### config.mk
export PLATFORM = sky130hd
export DESIGN_NAME = status_led_pattern_sequencer
export DESIGN_NICKNAME = d
export VERILOG_FILES = /design/src/rtl/slps_pkg.sv /design/src/rtl/slps_cfg.sv /design/src/rtl/slps_step.sv /design/src/rtl/status_led_pattern_sequencer.sv
export SDC_FILE = /design/constraint.sdc
export NUM_CORES = 1
export LEC_CHECK = 0
export BUFFER_PORTS_ARGS = -buffer_cell sky130_fd_sc_hd__buf_4
export CAP_MARGIN = 20
export CORE_UTILIZATION = 45
export CTS_BUF_LIST = sky130_fd_sc_hd__clkbuf_4 sky130_fd_sc_hd__clkbuf_8 sky130_fd_sc_hd__clkbuf_16
export CTS_CLUSTER_SIZE = 12
export DETAILED_ROUTE_END_ITERATION = 10
export GPL_ROUTABILITY_DRIVEN = 0
export GPL_TIMING_DRIVEN = 0
export PLACE_DENSITY_LB_ADDON = 0.1
export SYNTH_ARGS = -nofsm -noshare
export SYNTH_HDL_FRONTEND = slang
export SYNTH_HIERARCHICAL = 1
export SYNTH_SLANG_ARGS = --single-unit
### constraint.sdc
create_clock -name clk -period 5 [get_ports clk]
set_input_delay 1 -clock clk [delete_from_list [all_inputs] [get_ports clk]]
set_output_delay 1 -clock clk [all_outputs]
set_load 0.01 [all_outputs]
### src/rtl/slps_pkg.sv
// ----------------------------------------------------------------------------
// slps_pkg
// shared types, codes and tables of the status lamp pattern sequencer
// ----------------------------------------------------------------------------
`default_nettype none

package slps_pkg;

	localparam int TICK_COUNT_BITS_DEF = 12;
	localparam int CFG_INDEX_BITS      = 3;
	localparam int CFG_DATA_BITS       = 12;

	// register indexes
	localparam logic [CFG_INDEX_BITS-1:0] REG_FULL_THRESHOLD     = 3'd0;
	localparam logic [CFG_INDEX_BITS-1:0] REG_MID_THRESHOLD      = 3'd1;
	localparam logic [CFG_INDEX_BITS-1:0] REG_LOW_THRESHOLD      = 3'd2;
	localparam logic [CFG_INDEX_BITS-1:0] REG_BATTERY_STEP_TICKS = 3'd3;
	localparam logic [CFG_INDEX_BITS-1:0] REG_CHECK_STEP_TICKS   = 3'd4;
	localparam logic [CFG_INDEX_BITS-1:0] REG_TRIPLE_STEP_TICKS  = 3'd5;
	localparam logic [CFG_INDEX_BITS-1:0] REG_SINGLE_ON_TICKS    = 3'd6;

	// register reset values
	localparam logic [6:0]  FULL_THRESHOLD_RST     = 7'd90;
	localparam logic [6:0]  MID_THRESHOLD_RST      = 7'd50;
	localparam logic [6:0]  LOW_THRESHOLD_RST      = 7'd20;
	localparam logic [11:0] BATTERY_STEP_TICKS_RST = 12'd250;
	localparam logic [11:0] CHECK_STEP_TICKS_RST   = 12'd500;
	localparam logic [11:0] TRIPLE_STEP_TICKS_RST  = 12'd120;
	localparam logic [11:0] SINGLE_ON_TICKS_RST    = 12'd350;

	// command codes
	localparam logic [7:0] CMD_BATTERY      = 8'd0;
	localparam logic [7:0] CMD_CHECK        = 8'd1;
	localparam logic [7:0] CMD_TRIPLE_WHITE = 8'd2;
	localparam logic [7:0] CMD_TRIPLE_GREEN = 8'd3;
	localparam logic [7:0] CMD_SINGLE_GREEN = 8'd4;
	localparam logic [7:0] CMD_SINGLE_BLUE  = 8'd5;

	// last step index of each counted pattern
	localparam logic [3:0] BATTERY_LAST_STEP = 4'd12;
	localparam logic [3:0] TRIPLE_LAST_STEP  = 4'd6;
	localparam logic [3:0] CHECK_LAST_STEP   = 4'd7;

	typedef enum logic [2:0] {
		KIND_NONE    = 3'd0,
		KIND_BATTERY = 3'd1,
		KIND_CHECK   = 3'd2,
		KIND_TRIPLE  = 3'd3,
		KIND_SINGLE  = 3'd4
	} kind_t;

	typedef enum logic [2:0] {
		COL_OFF    = 3'd0,
		COL_RED    = 3'd1,
		COL_GREEN  = 3'd2,
		COL_BLUE   = 3'd3,
		COL_YELLOW = 3'd4,
		COL_CYAN   = 3'd5,
		COL_PURPLE = 3'd6,
		COL_WHITE  = 3'd7
	} color_t;

	typedef struct packed {
		logic [6:0]  full_threshold;
		logic [6:0]  mid_threshold;
		logic [6:0]  low_threshold;
		logic [11:0] battery_step_ticks;
		logic [11:0] check_step_ticks;
		logic [11:0] triple_step_ticks;
		logic [11:0] single_on_ticks;
	} cfg_t;

	typedef struct packed {
		kind_t      kind;
		color_t     color;
		logic [3:0] step;
	} pattern_t;

	typedef struct packed {
		logic red_on;
		logic green_on;
		logic blue_on;
		logic busy;
	} result_t;

	// lamp bits {blue, green, red} of a colour
	function automatic logic [2:0] lamp_bits(input color_t c);
		logic [2:0] b;
		case (c)
			COL_RED:    b = 3'b001;
			COL_GREEN:  b = 3'b010;
			COL_BLUE:   b = 3'b100;
			COL_YELLOW: b = 3'b011;
			COL_CYAN:   b = 3'b110;
			COL_PURPLE: b = 3'b101;
			COL_WHITE:  b = 3'b111;
			default:    b = 3'b000;
		endcase
		return b;
	endfunction

	// lamp check colour list, indexed by step 1..7
	function automatic color_t check_color(input logic [3:0] step);
		color_t c;
		case (step)
			4'd1:    c = COL_WHITE;
			4'd2:    c = COL_RED;
			4'd3:    c = COL_GREEN;
			4'd4:    c = COL_BLUE;
			4'd5:    c = COL_YELLOW;
			4'd6:    c = COL_CYAN;
			4'd7:    c = COL_PURPLE;
			default: c = COL_OFF;
		endcase
		return c;
	endfunction

endpackage

`default_nettype wire

### src/rtl/slps_cfg.sv
// ----------------------------------------------------------------------------
// slps_cfg
// configuration register file, write only
// ----------------------------------------------------------------------------
`default_nettype none

module slps_cfg (
	input  wire logic                                clk,
	input  wire logic                                arst_n,
	input  wire logic                                cfg_we,
	input  wire logic [slps_pkg::CFG_INDEX_BITS-1:0] cfg_index,
	input  wire logic [slps_pkg::CFG_DATA_BITS-1:0]  cfg_data,
	output slps_pkg::cfg_t                           cfg
);
	import slps_pkg::*;

	cfg_t cfg_q;

	always_ff @(posedge clk or negedge arst_n) begin
		if (!arst_n) begin
			cfg_q.full_threshold     <= FULL_THRESHOLD_RST;
			cfg_q.mid_threshold      <= MID_THRESHOLD_RST;
			cfg_q.low_threshold      <= LOW_THRESHOLD_RST;
			cfg_q.battery_step_ticks <= BATTERY_STEP_TICKS_RST;
			cfg_q.check_step_ticks   <= CHECK_STEP_TICKS_RST;
			cfg_q.triple_step_ticks  <= TRIPLE_STEP_TICKS_RST;
			cfg_q.single_on_ticks    <= SINGLE_ON_TICKS_RST;
		end else if (cfg_we) begin
			unique case (cfg_index)
				REG_FULL_THRESHOLD:     cfg_q.full_threshold     <= cfg_data[6:0];
				REG_MID_THRESHOLD:      cfg_q.mid_threshold      <= cfg_data[6:0];
				REG_LOW_THRESHOLD:      cfg_q.low_threshold      <= cfg_data[6:0];
				REG_BATTERY_STEP_TICKS: cfg_q.battery_step_ticks <= cfg_data;
				REG_CHECK_STEP_TICKS:   cfg_q.check_step_ticks   <= cfg_data;
				REG_TRIPLE_STEP_TICKS:  cfg_q.triple_step_ticks  <= cfg_data;
				REG_SINGLE_ON_TICKS:    cfg_q.single_on_ticks    <= cfg_data;
				default: ;
			endcase
		end
	end

	assign cfg = cfg_q;

endmodule

`default_nettype wire

### src/rtl/slps_step.sv
// ----------------------------------------------------------------------------
// slps_step
// next pattern state and lamp result for one request
// ----------------------------------------------------------------------------
`default_nettype none

module slps_step #(
	parameter int TICK_COUNT_BITS = slps_pkg::TICK_COUNT_BITS_DEF
) (
	input  wire logic                       mode,
	input  wire logic [7:0]                 command,
	input  wire logic [6:0]                 battery_percent,
	input  wire slps_pkg::cfg_t             cfg,
	input  wire slps_pkg::pattern_t         cur,
	input  wire logic [TICK_COUNT_BITS-1:0] cur_ticks,
	output slps_pkg::pattern_t              nxt,
	output logic [TICK_COUNT_BITS-1:0]      nxt_ticks,
	output slps_pkg::result_t               res
);
	import slps_pkg::*;

	localparam logic [31:0] TICK_MAX =
		32'((64'd1 << TICK_COUNT_BITS) - 64'd1);
	localparam logic [TICK_COUNT_BITS-1:0] TICK_ONE = TICK_COUNT_BITS'(1);

	// step time saturated to the counter width
	function automatic logic [TICK_COUNT_BITS-1:0] sat_ticks(input logic [11:0] v);
		logic [31:0] w;
		w = {20'd0, v};
		return (w > TICK_MAX) ? TICK_MAX[TICK_COUNT_BITS-1:0] : w[TICK_COUNT_BITS-1:0];
	endfunction

	color_t     charge_color;
	logic [3:0] last_step;
	color_t     shown;
	logic [2:0] lamps;

	always_comb begin
		if (battery_percent >= cfg.full_threshold) begin
			charge_color = COL_BLUE;
		end else if (battery_percent >= cfg.mid_threshold) begin
			charge_color = COL_GREEN;
		end else if (battery_percent >= cfg.low_threshold) begin
			charge_color = COL_YELLOW;
		end else begin
			charge_color = COL_RED;
		end
	end

	assign last_step = (cur.kind == KIND_BATTERY) ? BATTERY_LAST_STEP : TRIPLE_LAST_STEP;

	always_comb begin
		nxt       = cur;
		nxt_ticks = cur_ticks;
		if (mode) begin
			// press: restart at the first step
			nxt.step = 4'd1;
			unique case (command)
				CMD_BATTERY: begin
					nxt.kind  = KIND_BATTERY;
					nxt.color = charge_color;
					nxt_ticks = sat_ticks(cfg.battery_step_ticks);
				end
				CMD_CHECK: begin
					nxt.kind  = KIND_CHECK;
					nxt.color = COL_WHITE;
					nxt_ticks = sat_ticks(cfg.check_step_ticks);
				end
				CMD_TRIPLE_WHITE: begin
					nxt.kind  = KIND_TRIPLE;
					nxt.color = COL_WHITE;
					nxt_ticks = sat_ticks(cfg.triple_step_ticks);
				end
				CMD_TRIPLE_GREEN: begin
					nxt.kind  = KIND_TRIPLE;
					nxt.color = COL_GREEN;
					nxt_ticks = sat_ticks(cfg.triple_step_ticks);
				end
				CMD_SINGLE_GREEN: begin
					nxt.kind  = KIND_SINGLE;
					nxt.color = COL_GREEN;
					nxt_ticks = sat_ticks(cfg.single_on_ticks);
				end
				CMD_SINGLE_BLUE: begin
					nxt.kind  = KIND_SINGLE;
					nxt.color = COL_BLUE;
					nxt_ticks = sat_ticks(cfg.single_on_ticks);
				end
				default: begin
					nxt.kind  = KIND_SINGLE;
					nxt.color = COL_RED;
					nxt_ticks = sat_ticks(cfg.single_on_ticks);
				end
			endcase
		end else if (cur.kind != KIND_NONE) begin
			if (cur_ticks <= TICK_ONE) begin
				// step time ran out, take the next step or end the pattern
				nxt_ticks = '0;
				unique case (cur.kind)
					KIND_BATTERY, KIND_TRIPLE: begin
						if (cur.step >= last_step) begin
							nxt.kind = KIND_NONE;
						end else begin
							nxt.step  = cur.step + 4'd1;
							nxt_ticks = (cur.kind == KIND_BATTERY) ?
								sat_ticks(cfg.battery_step_ticks) :
								sat_ticks(cfg.triple_step_ticks);
						end
					end
					KIND_CHECK: begin
						if (cur.step >= CHECK_LAST_STEP) begin
							nxt.kind = KIND_NONE;
						end else begin
							nxt.step  = cur.step + 4'd1;
							nxt_ticks = sat_ticks(cfg.check_step_ticks);
						end
					end
					KIND_SINGLE: begin
						if (cur.step == 4'd0) begin
							nxt.step  = 4'd1;
							nxt_ticks = sat_ticks(cfg.single_on_ticks);
						end else begin
							nxt.kind = KIND_NONE;
						end
					end
					default: begin
						nxt.kind = KIND_NONE;
					end
				endcase
			end else begin
				nxt_ticks = cur_ticks - TICK_ONE;
			end
		end
	end

	// colour shown by the updated state
	always_comb begin
		case (nxt.kind)
			KIND_BATTERY, KIND_TRIPLE: shown = nxt.step[0] ? nxt.color : COL_OFF;
			KIND_CHECK:                shown = check_color(nxt.step);
			KIND_SINGLE:               shown = (nxt.step == 4'd1) ? nxt.color : COL_OFF;
			default:                   shown = COL_OFF;
		endcase
	end

	assign lamps = lamp_bits(shown);

	always_comb begin
		res.red_on   = lamps[0];
		res.green_on = lamps[1];
		res.blue_on  = lamps[2];
		res.busy     = (nxt.kind != KIND_NONE);
	end

endmodule

`default_nettype wire

### src/rtl/status_led_pattern_sequencer.sv
// ----------------------------------------------------------------------------
// status_led_pattern_sequencer
// timed rgb status lamp patterns driven by press and millisecond tick requests
// ----------------------------------------------------------------------------
//
//  channel   handshake               payload
//  -------   ---------------------   ----------------------------------------
//  in        in_valid / in_stall     mode, command, battery_percent
//  out       out_valid / out_stall   red_on, green_on, blue_on, busy_res
//  cfg       cfg_we                  cfg_index, cfg_data
//
//  a request waits in the input register until the result register is free, and
//  the step logic writes the result as it leaves; one request per cycle is
//  sustained while no result stalls; the pattern state updates as a request
//  leaves the input register, so the next one sees it in the following cycle
//  reset clears both pipeline valids and the pattern state, and loads the
//  register defaults; a stalled result holds and backs up into in_stall
//
`default_nettype none

module status_led_pattern_sequencer #(
	parameter int TICK_COUNT_BITS = slps_pkg::TICK_COUNT_BITS_DEF
) (
	input  wire logic                                clk,
	input  wire logic                                arst_n,
	// request channel
	input  wire logic                                in_valid,
	output logic                                     in_stall,
	input  wire logic                                mode,
	input  wire logic [7:0]                          command,
	input  wire logic [6:0]                          battery_percent,
	// result channel
	output logic                                     out_valid,
	input  wire logic                                out_stall,
	output logic                                     red_on,
	output logic                                     green_on,
	output logic                                     blue_on,
	output logic                                     busy_res,
	// configuration writes
	input  wire logic                                cfg_we,
	input  wire logic [slps_pkg::CFG_INDEX_BITS-1:0] cfg_index,
	input  wire logic [slps_pkg::CFG_DATA_BITS-1:0]  cfg_data
);
	import slps_pkg::*;

	// input register
	logic       valid_s1;
	logic       mode_s1;
	logic [7:0] command_s1;
	logic [6:0] percent_s1;

	// pattern state
	pattern_t                   pat_q;
	logic [TICK_COUNT_BITS-1:0] ticks_q;

	// result register
	logic    out_valid_q;
	result_t res_q;

	cfg_t                       cfg;
	pattern_t                   pat_nxt;
	logic [TICK_COUNT_BITS-1:0] ticks_nxt;
	result_t                    res_nxt;
	logic                       res_free;
	logic                       move_s1;
	logic                       take_in;

	// result register can take a new value when empty or being drained
	assign res_free = !out_valid_q || !out_stall;
	assign move_s1  = valid_s1 && res_free;
	assign in_stall = valid_s1 && !res_free;
	assign take_in  = in_valid && !in_stall;

	slps_cfg u_cfg (
		.clk       (clk),
		.arst_n    (arst_n),
		.cfg_we    (cfg_we),
		.cfg_index (cfg_index),
		.cfg_data  (cfg_data),
		.cfg       (cfg)
	);

	slps_step #(
		.TICK_COUNT_BITS (TICK_COUNT_BITS)
	) u_step (
		.mode            (mode_s1),
		.command         (command_s1),
		.battery_percent (percent_s1),
		.cfg             (cfg),
		.cur             (pat_q),
		.cur_ticks       (ticks_q),
		.nxt             (pat_nxt),
		.nxt_ticks       (ticks_nxt),
		.res             (res_nxt)
	);

	// input stage valid
	always_ff @(posedge clk or negedge arst_n) begin
		if (!arst_n) begin
			valid_s1 <= 1'b0;
		end else if (take_in) begin
			valid_s1 <= 1'b1;
		end else if (move_s1) begin
			valid_s1 <= 1'b0;
		end
	end

	// input stage payload
	always_ff @(posedge clk) begin
		if (take_in) begin
			mode_s1    <= mode;
			command_s1 <= command;
			percent_s1 <= battery_percent;
		end
	end

	// pattern state commits as the request moves on
	always_ff @(posedge clk or negedge arst_n) begin
		if (!arst_n) begin
			pat_q.kind  <= KIND_NONE;
			pat_q.color <= COL_OFF;
			pat_q.step  <= 4'd0;
			ticks_q     <= '0;
		end else if (move_s1) begin
			pat_q   <= pat_nxt;
			ticks_q <= ticks_nxt;
		end
	end

	// result valid
	always_ff @(posedge clk or negedge arst_n) begin
		if (!arst_n) begin
			out_valid_q <= 1'b0;
		end else if (res_free) begin
			out_valid_q <= valid_s1;
		end
	end

	// result payload
	always_ff @(posedge clk) begin
		if (move_s1) begin
			res_q <= res_nxt;
		end
	end

	assign out_valid = out_valid_q;
	assign red_on    = res_q.red_on;
	assign green_on  = res_q.green_on;
	assign blue_on   = res_q.blue_on;
	assign busy_res  = res_q.busy;

endmodule

`default_nettype wire

After elaboration in Yosys (flattened, before gate mapping) --
Cells that the tools add are included.
Word-level totals: register bits 113, bits of input ports 36, output and inout port bits 6, word-level logic and storage cells 123
Operators by class: $add $sub $neg 2, $lt $le $gt $ge 6, eq/ne operators 33, mux-type cells 36, reductions and logical operators 26
Operators by type and width (count):
- two-way mux 12 bit | 7
- case mux 12 bit (3 select lines) | 2
- case mux 3 bit (7 select lines) | 2
- two-way mux 3 bit | 12
- case mux 6 bit (6 select lines) | 1
- two-way mux 4 bit | 7
- == test 3 bit (second input constant) | 9
- == test 3 x 2 -> 1 bit (second input constant) | 8
- greater-or-equal comparator 7 bit | 3
- case mux 3 bit (3 select lines) | 2
- == test 4 x 3 -> 1 bit (second input constant) | 4
- == test 8 x 2 -> 1 bit (second input constant) | 2
- == test 8 x 3 -> 1 bit (second input constant) | 2
- AND reduction 2 bit | 8
- == test 3 x 1 -> 1 bit (second input constant) | 4
- less-or-equal comparator 12 x 1 -> 1 bit (second input constant) | 1
- case mux 4 bit (3 select lines) | 1
- subtractor 12 x 1 -> 12 bit (second input constant) | 1
- == test 4 x 2 -> 1 bit (second input constant) | 2
- == test 8 x 1 -> 1 bit (second input constant) | 1
- logical NOT 8 bit | 1
- nonzero test 3 bit | 2
- OR reduction 2 bit | 3
- adder 4 x 1 -> 4 bit (second input constant) | 1
- other kinds (10) | 17

Longest topological paths before layout --
Gate-level depths: netlist (run 1).
word-level depth 13, depth in mapped cells 16, mapped depth without buffers 15

Hierarchy --
Netlist (run 1), hierarchy kept.
By module, submodules not included:
- slps_cfg | instances 1, cells an instance 151, area an instance 2697.6 um^2, sequential area each 1765.4 um^2
- slps_step | instances 1, cells an instance 396, area an instance 2558.7 um^2, sequential area each 0.0 um^2
- status_led_pattern_sequencer | instances 1, cells an instance 74, area an instance 1519.0 um^2, sequential area each 1201.2 um^2

Worst setup path after synthesis (run 1) --
OpenSTA, ideal clock, no wires.
path kind reg2reg, start point register pat_q[8] in the netlist's numbering, end point register res_q, in the netlist blue_on, data pin, setup time 0.261 ns, arrival 3.368 ns, required time 4.739 ns, setup slack 1.371 ns, stages on the path, launching flop included 15, buffers on the path 2, clock period less this slack 3.629 ns, cell sequence dfrtp_1 clkbuf_1 nor2_1 inv_1 ha_1 nand2b_1 a31o_2 and2_1 clkbuf_1 o311ai_0 o31a_1 nor3_1 a21boi_0 a22o_2 maj3_2
RTL lines:
- start: declaration | line status_led_pattern_sequencer.sv:53 | pattern_t pat_q;
- start signal: assignment | line status_led_pattern_sequencer.sv:125 | pat_q <= pat_nxt;
- end signal: assignment | line status_led_pattern_sequencer.sv:142 | res_q <= res_nxt;
- end: declaration | line status_led_pattern_sequencer.sv:58 | result_t res_q;

==> results of run 1 <==
## how the worst max path moves through the flow
stage,start,to,slack [ns],cells past startpoint
6_report,pat_q[8],blue_on,0.40,15
5_1_grt,pat_q[8],blue_on,0.21,15
4_1_cts,pat_q[8],blue_on,0.25,15
3_5_place_dp,pat_q[8],blue_on,0.27,15
3_3_place_gp,pat_q[8],blue_on,0.38,15
2_1_floorplan,pat_q[8],blue_on,1.37,14
## timing repair
item	CTS	global route
setup endpoints to repair	0	1
hold buffers	0	0
resized for setup	0	1
## sequential cells by signal, indices dropped and copies added (netlist names)
register    flops
blue_on         1
busy_res        1
command_s1      8
green_on        1
mode_s1         1
out_valid       1
pat_q          10
percent_s1      7
red_on          1
ticks_q        12
u_cfg/cfg      69
valid_s1        1
## area by class of cell
class                   count  area (sq um)  area share [%]
multi-input cells         435          3475           43.91
clock inverters            10         83.83           1.059
clock buffers              22         486.7           6.150
flip-flops and latches    113          2967           37.49
well taps                 184         230.2           2.909
repair buffers             42         335.3           4.237
inverters                  38         142.6           1.802
plain buffers              35         193.9           2.451
## layer usage
| layer | up-vias | routed length, um | global-route usage (%) |
|---|---|---|---|
| li1 | 2425 | - | - |
| met1 | 2583 | 7797 | 31.64 |
| met2 | 187 | 8228 | 36.37 |
| met3 | 27 | 1005 | 4.424 |
| met4 | 0 | 264 | 7.654 |
| met5 | - | 0 | 0 |
## cell usage in the layout (no fill, tap or decap), types with 7 or more instances in the layout
cell type	n
buf_6	7
a222oi_1	8
clkbuf_16	18
dfrtp_1	62
dfstp_2	31
a21o_1	7
a221oi_1	9
inv_1	38
o21ai_0	25
mux2i_1	16
nand3_1	12
nor3_1	15
ha_1	27
nand2_1	17
clkbuf_1	20
edfxtp_1	20
buf_4	42
nor2_1	47
mux2_2	98
nand2b_1	7
a21oi_1	56
## cells by family (layout without fill, tap and decap cells)
logic type,Yosys count,in the layout,share of synthesized area [%]
compound gates,152,152,15.62
simple gates,137,137,11.26
mux,115,115,18.82
flops,113,113,43.79
buf+inv,73,147,4.968
fa+ha+maj,28,28,5.152
xor+xnor,3,3,0.3879
## power groups by stage
stage          clock, mW  sequential [mW]  combinational (mW)
6_report            1.16             1.31               0.696
5_1_grt             1.23             1.34               0.766
4_1_cts             1.19             1.31               0.690
3_5_place_dp           0             1.32               0.684
3_3_place_gp           0             1.31               0.658
2_1_floorplan          0             1.28               0.511
## metrics by stage
step                instance area, sq um  cells  hold slack (ns)  power [mW]
floorplan                           6775    621           0.4506       1.786
global placement                    7313    846           0.4547       1.968
detailed placement                  7341    847           0.4719       2.005
CTS                                 7911    879           0.4836       3.181
global route                        7914    879           0.5061       3.337
finish                              7914    879           0.4768       3.168
==> flow_summary.ini, run 1 <==
[run_status]
status = finished, final reports clean

[yosys]
synthDominantCellAreaShare_pct = 22.90
synthCells = 621
synth_top_cells_by_count = mux2_2, dfrtp_1, a21oi_1
seq_area_frac_synth_pct = 43.79
ys_types = 78
syn_area_per_cell_sq_um = 10.91
synth_area_leaders = dfrtp_1, mux2_2, dfstp_2, edfxtp_1, ha_1
yosysTopAreaCell = dfrtp_1
synth_nets = 684
synth.most_common_cell = mux2_2
yosys_warnings = 6
synth-edff-count = 20
synthArstFlopShare_pct = 82.30
ys.flop_type = dfrtp_1
syn_area_sq_mm = 0.006775
ys_ff_latch = 113

[routing]
dr.first_iter.drc_count = 512
avgViaCountPerCell = 5.941
wl_per_cell_um = 19.68
first_pass_iters = 5
routed_wl_um = 17300
ant_nets = 0
drc = 0
via_count = 5222

[floorplan]
die-height_um = 124.7
die_w_um = 124.7
start_util_pct = 46.44
rows = 44
io_pins = 42
dieArea_sq_mm = 0.01555
core-area_sq_mm = 0.01459

[setup_path]
crit_chain = clkbuf_1 -> nor2_2 -> inv_1 -> ha_1 -> a21oi_1 -> a31o_2 -> and2_1 -> clkbuf_1 -> nand3_1 -> a31oi_1 -> inv_1 -> o21ai_0 -> nand2_1 -> a32o_2 -> maj3_2
r2r_slack_ns = 0.40
cp_max_fo = 10
start_kind = register
r2r-end = blue_on
r2r-start = pat_q[8]
path_class = reg2reg
required_ns = 5.16
worstPathArrival_ns = 4.77
crit_buf_inv = 4
cp_top_family = buffers and inverters
rr_worst_depth = 15
endpoint_kind = register
slowest_stage = clkbuf_1
slowest_delay_ns = 0.53

[timing]
worstMarginPinSlew_ns = 0.8447
slew_violations = 0
post-route-period-util_pct = 92.03
rsz0062_at_grt = no
fin_skew_ns = 0.005515
timing_hold_violations_final = 0
setup_violations = 0
period_needed_ns = 4.601
relSlewSlack_pct = 43.68
fin_ws_ns = 0.3985
setup_tns_ns = 0
fmax_mhz = 217.3

[hold_path]
hold_start = valid_s1
hold_depth = 1
hp-class = reg2reg
min_to = out_valid

[layout]
nets = 745
layout-drive-gt1-share_pct = 34.96
fill_cells = 1274
area_growth_pct = 16.81
fin_util_pct = 54.25
num_antenna_cells = 0

[power]
pwr-share-seq_pct = 41.3
p_leak_nw = 3.273
p_switching_mw = 0.9261
ir_drop_mv = 0.2321
combPwrFrac_pct = 22.0
p_per_area_mw_per_mm2 = 400.3
p_clk_share_pct = 36.7
power_switching_share_pct = 29.23
internal_power_mw = 2.242

[global_routing]
grt_pass1_wl_um = 27830
grt_antenna_before_repair = 0
grt_pass1_vias = 5115
grtUsageTotal_pct = 23.02
grt_max_degree = 54
grt_overflow = 0

[flow_run]
cap_violations = 0

[placed_design]
port-buffer-count = 41
pre_cts_ws_ns = 0.2694
hpwl_um = 12210

[cts]
post-cts-setup-buffer-count = 0
cts_tree = yes
clockBufferDepth = 2
path_clk_slew_ns = 0.05
cts_root_buf = clkbuf_16
clock_sinks = 113
worstSkewPairLatency_ns = 0.42
htreeDepth = 4
cts_buffers = 17
(Power assumes the default switching activity.)
==> run 2, diff against run 1 <==
- CORE_ASPECT_RATIO: not set -> 0.5
- CORE_MARGIN: not set -> 2
==> flow_summary.ini, run 2 (synthesis results as in run 1) <==
[setup_path]
required_ns = 5.16
r2r-end = blue_on
start_kind = register
r2r_slack_ns = 0.43
endpoint_kind = register
r2r-start = pat_q[8]
cp_max_fo = 10
rr_worst_depth = 14
worstPathArrival_ns = 4.74
path_class = reg2reg

[layout]
fill_cells = 1334
area_growth_pct = 17.10
num_antenna_cells = 0
largest_register_ffs = 69
layout-drive-gt1-share_pct = 35.01
finish.instance_area_sq_mm = 0.007934
layout_commonest_cell = mux2_2
multi_input_area_sq_mm = 0.003475
fin_util_pct = 54.40
final_cell_mix = mux2_2, dfrtp_1, a21oi_1
regArea_sq_mm = 0.002967
nets = 744

[cts]
worstSkewPairLatency_ns = 0.42
cts_root_buf = clkbuf_16
cts_tree = yes
path_clk_slew_ns = 0.06
clock_sinks = 113
cts_buffers = 17
post-cts-setup-buffer-count = 0
htreeDepth = 4
clockBufferDepth = 2

[timing]
relSlewSlack_pct = 37.54
setup_violations = 0
fmax_mhz = 218.7
fin_skew_ns = 0.007365
period_needed_ns = 4.573
post-route-period-util_pct = 91.47
fin_ws_ns = 0.4267
rsz0062_at_grt = no
slew_violations = 0
setup_tns_ns = 0
worstMarginPinSlew_ns = 0.9252
timing_hold_violations_final = 0

[routing]
drc = 0
ant_nets = 0
first_pass_iters = 5
wl_per_cell_um = 19.78
routed_wl_um = 17650
avgViaCountPerCell = 5.870
dr.first_iter.drc_count = 458
via_count = 5236

[placed_design]
pre_cts_ws_ns = 0.1946
hpwl_um = 12030
dpl-instance-area_sq_mm = 0.007358
port-buffer-count = 41

[global_routing]
grtUsageTotal_pct = 23.23
grt_pass1_vias = 5012
grt_max_degree = 52
grt_antenna_before_repair = 0
grt_overflow = 0
grt_pass1_wl_um = 28330

[flow_run]
cap_violations = 0

[hold_path]
min_to = out_valid
hold_depth = 1
hp-class = reg2reg
hold_start = valid_s1

[run_status]
status = finished, final reports clean

[power]
p_leak_nw = 3.274
p_per_area_mw_per_mm2 = 405.1
ir_drop_mv = 0.2494

[floorplan]
core-area_sq_mm = 0.01458
dieArea_sq_mm = 0.01611
io_pins = 42
start_util_pct = 46.46
rows = 31
die-height_um = 90.77
die_w_um = 177.5
[run 2: cell count changes in the layout (fill, tap and decap cells not counted), moves of 2 or more]
cell | before | now
clkinv_4 | 1 | 3
inv_8 | 0 | 4
clkinv_2 | 6 | 2
clkbuf_4 | 3 | 0
inv_6 | 0 | 3
[run 2: worst max-delay path by stage]
stage / from / endpoint / slack (ns) / cells after the start
after floorplan: pat_q[8] / blue_on / 1.37 / 14
after global placement: pat_q[8] / blue_on / 0.20 / 15
after detailed placement: pat_q[8] / blue_on / 0.19 / 15
after CTS: pat_q[8] / blue_on / 0.11 / 15
after global routing: pat_q[8] / blue_on / 0.18 / 14
final: pat_q[8] / blue_on / 0.43 / 14
[run 2: critical path: stages, from the launching register on]
cell and delay, ns:
dfrtp_1 0.48, clkbuf_1 0.39, nor2_2 0.53, inv_1 0.16, ha_1 0.30, a21oi_1 0.12, a31o_2 0.21, and2_1 0.54
nand3_1 0.23, a31oi_1 0.37, inv_1 0.12, a311o_1 0.31, a22oi_2 0.20, inv_1 0.06, maj3_2 0.28
[run 2: layout make-up]
class | count | area share (%)
tap | 198 | 3.123
timing repair buffer | 42 | 4.226
clock inverter | 15 | 1.908
inverter | 38 | 1.798
sequential | 113 | 37.39
buffer | 34 | 2.397
multi-input combinational | 435 | 43.79
clock buffer | 17 | 5.362
[run 2: routing by layer]
metal | routed length (um) | global-route usage (%) | vias up
met3 | 1272 | 5.471 | 18
met1 | 8334 | 33.39 | 2580
li1 | - | - | 2435
met4 | 211 | 6.762 | 0
met5 | 0 | 0 | -
met2 | 7828 | 34.72 | 203
[run 2: power by group]
group | switching [mW] | internal (mW) | leakage, nW
combinational | 0.353 | 0.344 | 1.73
clock | 0.507 | 0.701 | 0.286
sequential | 0.148 | 1.16 | 1.26
total | 1.01 | 2.21 | 3.27
[run 2: timing repair]
item                                    4_1_cts  5_1_grt
hold buffers                                  0        0
endpoints found under the setup margin        0        3
gates resized for setup                       0        1
[run 2: stage by stage]
step	instances	power [mW]	hold slack [ns]
4_1_cts	893	3.226	0.4857
3_3_place_gp	860	1.983	0.4566
5_1_grt	892	3.388	0.5099
3_5_place_dp	861	2.008	0.4721
6_report	892	3.214	0.4822
2_1_floorplan	621	1.786	0.4506
